[config.mk]
export PLATFORM = sky130hd
export DESIGN_NAME = tdpt_rem_unit
export DESIGN_NICKNAME = d
export VERILOG_FILES = /design/src/design/tdpt_pkg.sv /design/src/design/tdpt_rem_unit.sv
export SDC_FILE = /design/constraint.sdc
export NUM_CORES = 1
export LEC_CHECK = 0
export ABC_CLOCK_PERIOD_IN_PS = 3300
export BUFFER_PORTS_ARGS = -buffer_cell sky130_fd_sc_hd__buf_2
export CORE_UTILIZATION = 41
export DETAILED_ROUTE_END_ITERATION = 8
export GPL_ROUTABILITY_DRIVEN = 0
export PLACE_DENSITY = 0.7
export SETUP_SLACK_MARGIN = 0.1
export SLEW_MARGIN = 20
export SYNTH_ARGS = -nofsm -noshare
export SYNTH_HDL_FRONTEND = slang
export SYNTH_SLANG_ARGS = --single-unit
[constraint.sdc]
create_clock -name clock -period 3.3 [get_ports clock]
set_input_delay 0.33 -clock clock [delete_from_list [all_inputs] [get_ports clock]]
set_output_delay 0.33 -clock clock [all_outputs]
set_load 0.05 [all_outputs]
[src/design/tdpt_pkg.sv]
// Shared types for the trial-division prime tester.
// No dependencies; used by tdpt_rem_unit and trial_division_prime_test.
package tdpt_pkg;

   // Status beat from the remainder unit back to the sequencer
   typedef struct packed {
      logic done;   // one-cycle pulse: remainder is final
      logic zero;   // remainder equals zero (valid with done)
   } rem_status_type;

endpackage

[src/design/tdpt_rem_unit.sv]
// Bit-serial restoring remainder unit: dividend % divisor, one bit a cycle.
// Depends on tdpt_pkg (rem_status_type).
module tdpt_rem_unit #(
   parameter int NUMBER_WIDTH = 16
) (
   input  logic                      clock,
   input  logic                      reset,
   input  logic                      go,
   input  logic [NUMBER_WIDTH-1:0]   dividend,
   input  logic [NUMBER_WIDTH-1:0]   divisor,
   output tdpt_pkg::rem_status_type  status
);

   localparam int W  = NUMBER_WIDTH;
   localparam int IW = $clog2(W);

   logic          run_ff;
   logic [IW-1:0] idx_ff;
   logic [W-1:0]  shift_ff;
   logic [W-1:0]  rem_ff;
   logic          done_ff;
   logic          zero_ff;

   logic [W:0]    trial_in;
   logic [W-1:0]  rem_in;

   // bring down the next dividend bit, subtract when it fits
   always_comb begin
      trial_in = {rem_ff, shift_ff[W-1]};
      if (trial_in >= {1'b0, divisor}) begin
         trial_in = trial_in - {1'b0, divisor};
      end
      rem_in = trial_in[W-1:0];
   end

   always_ff @(posedge clock) begin
      if (reset) begin
         run_ff  <= 1'b0;
         done_ff <= 1'b0;
      end else begin
         done_ff <= 1'b0;
         if (go) begin
            run_ff <= 1'b1;
         end else if (run_ff && idx_ff == '0) begin
            run_ff  <= 1'b0;
            done_ff <= 1'b1;
         end
      end
   end

   always_ff @(posedge clock) begin
      if (go) begin
         rem_ff   <= '0;
         shift_ff <= dividend;
         idx_ff   <= IW'(W - 1);
      end else if (run_ff) begin
         rem_ff   <= rem_in;
         shift_ff <= {shift_ff[W-2:0], 1'b0};
         idx_ff   <= idx_ff - IW'(1);
         zero_ff  <= (rem_in == '0);
      end
   end

   assign status.done = done_ff;
   assign status.zero = zero_ff;

endmodule

After elaboration in Yosys (flattened, before gate mapping) --
Cells that the tools add are included.
Storage, ports and cells: bits in latches 0, input port bits 35, register bits 39, RAM bits 0, word-level logic and storage cells 23, output and inout port bits 2, memories kept 0, memory bits (read-only) 0
Operators by class: add/sub/neg operators 2, equal/unequal tests 0, magnitude comparators 1, reductions and logical operators 7, bitwise operators 1, multiplexer cells 6, multiply operators 0, shift operators 0, divide/modulo/power cells 0
Operators by type and width (number):
- 2-to-1 mux 16 bit | 3
- greater-or-equal comparator 17 x 16 -> 1 bit | 1
- zero test 16 bit | 1
- subtractor 16 bit | 1
- zero test 4 bit | 1
- nonzero test 2 bit | 2
- subtractor 4 x 1 -> 4 bit (second input constant) | 1
- 2-to-1 mux 1 bit | 3
- AND reduction 2 bit | 1
- OR reduction 2 bit | 1
- logical AND 1 bit | 1
- NOT 1 bit | 1

Longest topological paths before layout --
depth after elaboration 4, gate-level depth with buffers 11, mapped depth without buffers 11

Worst setup path before layout --
OpenSTA, ideal clock, no wires.
kind register to register, start point register shift_ff[15], end point register zero_ff (data pin), cell stages (with the launch flop) 12, data arrival time 2.440 ns, path buffers 0, data required time 3.124 ns, path slack 0.684 ns, period minus slack after synthesis 2.616 ns, setup time 0.176 ns, cell sequence edfxtp_1 inv_1 ha_1 inv_1 fa_1 a211oi_1 nor2_1 xor2_1 or4_1 nor2_1 a41oi_1 nor4_1
On the way: cells in the longest elaborated chain, start to end 3, elaborated cells between the ends (all ways) 4, classes of those cells add/sub: 1; order compare: 1; mux: 1; reduce/logical: 1
Ends and longest elaborated chain:
- from (decl) | line tdpt_rem_unit.sv:19 | logic [W-1:0] shift_ff;
- from (signal assigned) | line tdpt_rem_unit.sv:54 | shift_ff <= dividend;
- from (signal assigned) | line tdpt_rem_unit.sv:58 | shift_ff <= {shift_ff[W-2:0], 1'b0};
- subtractor 16 bit or greater-or-equal comparator 17 x 16 -> 1 bit (tied branches) | line tdpt_rem_unit.sv:31, tdpt_rem_unit.sv:30
- 2-to-1 mux 16 bit * | line tdpt_rem_unit.sv:30 | if (trial_in >= {1'b0, divisor}) begin
- zero test 16 bit * | line tdpt_rem_unit.sv:60 | zero_ff <= (rem_in == '0);
- to (signal assigned) | line tdpt_rem_unit.sv:60
- to (decl) | line tdpt_rem_unit.sv:22 | logic zero_ff;
Every way passes the cells marked *; elsewhere a longest branch is shown, timed or not. A chain may end at the register's enable or synchronous reset.

Worst setup path after layout --
Ends and elaborated chain as after synthesis.

==> run summary <==
The flow ran to the end, but the final reports show violations. The checks that failed: design-rule violations. The min-delay analysis places its worst path in the category in -> reg. The main flop type after synthesis is dfxtp_1. The effective utilization at floorplan was 0.430. The tools report the worst relative slew slack as 0.544. Sort of element at the end of the critical path: a flop.

The tools report the total negative slack as 0 ps. The number of port buffers was 36; the chip width was 84.1 um. The maximum number of pins on one net before global-route repair is 30, and the synthesized net count is 361.

The first detailed-routing pass ran for 6 iterations. The met3 global-route usage is 0.0277, and the transition time of the tightest slew-check pin is 676 ps. The synthesis warning total is 0, and the count of routing violations after the opening detailed-route iteration is 214.

Counting the buffers created by CTS gives 5. After detailed routing, the average wire length per cell comes to 15.1 um. Counting distinct cell types in the post-synthesis netlist gives 54. The clock transition at the registers of the reported paths was 80 ps. The met1 track utilization from global routing was 0.256.

From synthesis to final layout, the design area changed by 12.4%. The floorplan step defined a die boundary enclosing 0.00706 sq mm. The number of levels in the clock H-tree is 2, and the maximum achievable frequency is 346 MHz. The wire-length estimate of the detail-placed layout is 4.86 mm.

The proportion of synthesized flip-flops having asynchronous set or reset was 0; the sequential fraction of the synthesis area was 0.345. The tools report the antenna diode count as 0. The critical setup path kind is reg -> reg.

The tools report the fraction of power consumed by the clock network as 0.292. After synthesis, the mean cell area works out to 8.99 sq um. Yosys mapped a number of flops with a built-in enable equal to 17. The standby leakage power is 0.00133 uW. TritonCTS built the clock tree.

The post-synthesis instance area is 0.00276 sq mm, and the y dimension of the die is 84.1 um. Setup violations remaining at the end of the flow were counted as 0. The synthesized design contains 39 register bits.

The run gives 307 as the number of cells produced by synthesis. The power density of the placed cells came out at 432 mW/mm^2. The highest fanout seen on the critical path is 3, and the time the worst path needs with I/O delays and setup is 2890 ps.

The detail route stage leaves a number of antenna-violating nets equal to 0. For this run, design rule violations remaining after detail routing come to 2. The tools report the global routing usage summed across all routing layers as 0.186. For the met2 global-route usage, the log shows 0.306. Counting along the longest clock path gives a buffer depth of 2.

The initial antenna violation count was 0. In this run the standard cell core region covers 0.00642 sq mm. The ratio of cells with drive above 1 in the final layout was 0.212; the global route total overflow was 0. Setup repair after global routing left no endpoint under its margin.

Across the VDD grid, the largest voltage drop is 360 uV. The portion of total power attributed to combinational logic is 0.280, and the hold violation total from the final report is 0. STA puts the critical path data arrival time at 3000 ps. Nature of the critical path startpoint: a flop. The net switching share of the total power came out at 0.305. The number of max-slew violations in the final report was 0; the internal power contribution was 931 uW. The logs give 39 for the number of clock sinks seen by CTS and 7.29 ps for the worst clock skew. The post-route core utilization was 0.483; the post-detailed-routing wire length was 6.30 mm. The tools report the data required time at the worst endpoint as 3410 ps.

The wire length of the first global-routing pass is 10.5 mm. The sequential share of power came out at 0.429. Final hold analysis gives a worst-case slack of 223 ps. The final clock period utilization by the worst path was 0.875; the total net switching power was 409 uW.

The run gives 393 as the number of nets in the layout. The average vias per placed instance was 5.63. The tools report the via count of the first global-routing pass as 2,231. The global routing stage identified its most utilized layer as met2. The CTS root buffer was clkbuf_8. The initialized floorplan defines 29 standard-cell rows. The total via count after detailed routing is 2,346, and the I/O pin count is 37. Across the run, the number of max-cap violations was 0.

For the worst-skew pair, the clock arrives at the later sink with an insertion delay of 290 ps.
-- power by group through the flow --
stage | clock network (uW) | registers, uW | logic [uW]
after floorplan | 0 | 574 | 281
after global placement | 0 | 584 | 361
after detailed placement | 0 | 586 | 365
after CTS | 399 | 574 | 368
after global routing | 417 | 579 | 413
final | 391 | 574 | 375
-- worst max-delay path, cell delays in order (launching register included) --
cell      delay [ps]
edfxtp_1         410
inv_1             70
ha_1             170
inv_1             60
fa_1             410
a211oi_2         340
o21ai_0          170
a21oi_1          290
mux2i_1          200
and3_1           180
a41oi_1          120
nor4_1           300
-- sequential cells by signal, summed over array words and instances (netlist names) --
register	flops
rem_ff	16
shift_ff	16
run_ff	1
done_ff	1
idx_ff	4
zero_ff	1
-- final timing paths --
check,from,to,slack [ps],depth (start not counted)
setup / recovery,shift_ff[15],zero_ff,410,11
hold / removal,reset,run_ff,220,2
setup reg to reg,shift_ff[15],zero_ff,410,11
hold reg to reg,idx_ff[3],idx_ff[3],510,2
-- layout make-up --
type / instances / area, sq um
fill: 646 / 3320
multi-input combinational: 220 / 1610
sequential: 39 / 951
timing repair buffer: 41 / 218
inverter: 32 / 120
tap: 77 / 96.3
clock buffer: 5 / 68.8
clock inverter: 3 / 42.5
-- cells in the final DEF, fill, tap and decap left out, types with 3 or more instances in the layout --
cell type  count
dfxtp_1       22
buf_4          5
a21oi_1       14
a21o_1         3
a31oi_1        7
nand4_1        3
nand2_1       19
buf_2         36
inv_1         32
a211oi_1      11
o21ai_0       13
nor3_1         6
mux2_2        18
nor2_1        29
xnor2_1        7
clkbuf_8       5
nor2b_1        4
ha_1          18
xor2_1         7
and3_1         3
a22o_1         3
nand3_1        4
nor4_1         5
edfxtp_1      17
mux2i_1       11
-- layer usage --
layer | vias up | wire (um) | share of wire
li1 | 1168 | - | -
met1 | 1090 | 2960 | 0.47
met2 | 78 | 2890 | 0.46
met3 | 10 | 336 | 0.053
met4 | 0 | 115 | 0.018
met5 | - | 0 | 0
-- Yosys cell counts (3+ instances only) --
library cell | n | area share
nand2_1 | 19 | 0.026
nor2_1 | 29 | 0.039
nand4_1 | 3 | 0.0068
ha_1 | 18 | 0.082
clkbuf_1 | 6 | 0.0082
nand3_1 | 4 | 0.0073
a22o_1 | 3 | 0.0095
nor2b_1 | 4 | 0.0091
a31oi_1 | 7 | 0.016
and3_1 | 3 | 0.0068
a21oi_1 | 14 | 0.025
xnor2_1 | 7 | 0.022
edfxtp_1 | 17 | 0.18
buf_2 | 3 | 0.0054
mux2_2 | 18 | 0.073
mux2i_1 | 11 | 0.040
a21o_1 | 3 | 0.0082
nor4_1 | 5 | 0.011
dfxtp_1 | 22 | 0.16
inv_1 | 32 | 0.044
a211oi_1 | 12 | 0.033
buf_4 | 4 | 0.011
xor2_1 | 7 | 0.022
nor3_1 | 6 | 0.011
o21ai_0 | 13 | 0.024
-- cells by family after synthesis --
family | Yosys count | share of synthesized area
xor gates and xnor gates | 14 | 0.0444
buffers and inverters | 48 | 0.0752
DFF | 39 | 0.345
muxes | 29 | 0.113
AOI/OAI and AO/OA | 72 | 0.181
and+or+nand+nor | 86 | 0.153
adders and majority gates | 19 | 0.0889
-- per-stage QoR --
step | std cells | worst slack [ps] | total power (uW) | instance area [sq um]
after floorplan | 307 | 684 | 855 | 2760
after global placement | 409 | 434 | 945 | 2990
after detailed placement | 409 | 377 | 951 | 2990
after CTS | 417 | 355 | 1340 | 3100
after global routing | 417 | 198 | 1410 | 3100
final | 417 | 412 | 1340 | 3100
-- repair_timing --
action	4_1_cts	5_1_grt
setup endpoints to repair	0	1
gates resized for setup	0	1
setup buffers	0	0
hold buffers	0	0
(Power assumes the default switching activity.)
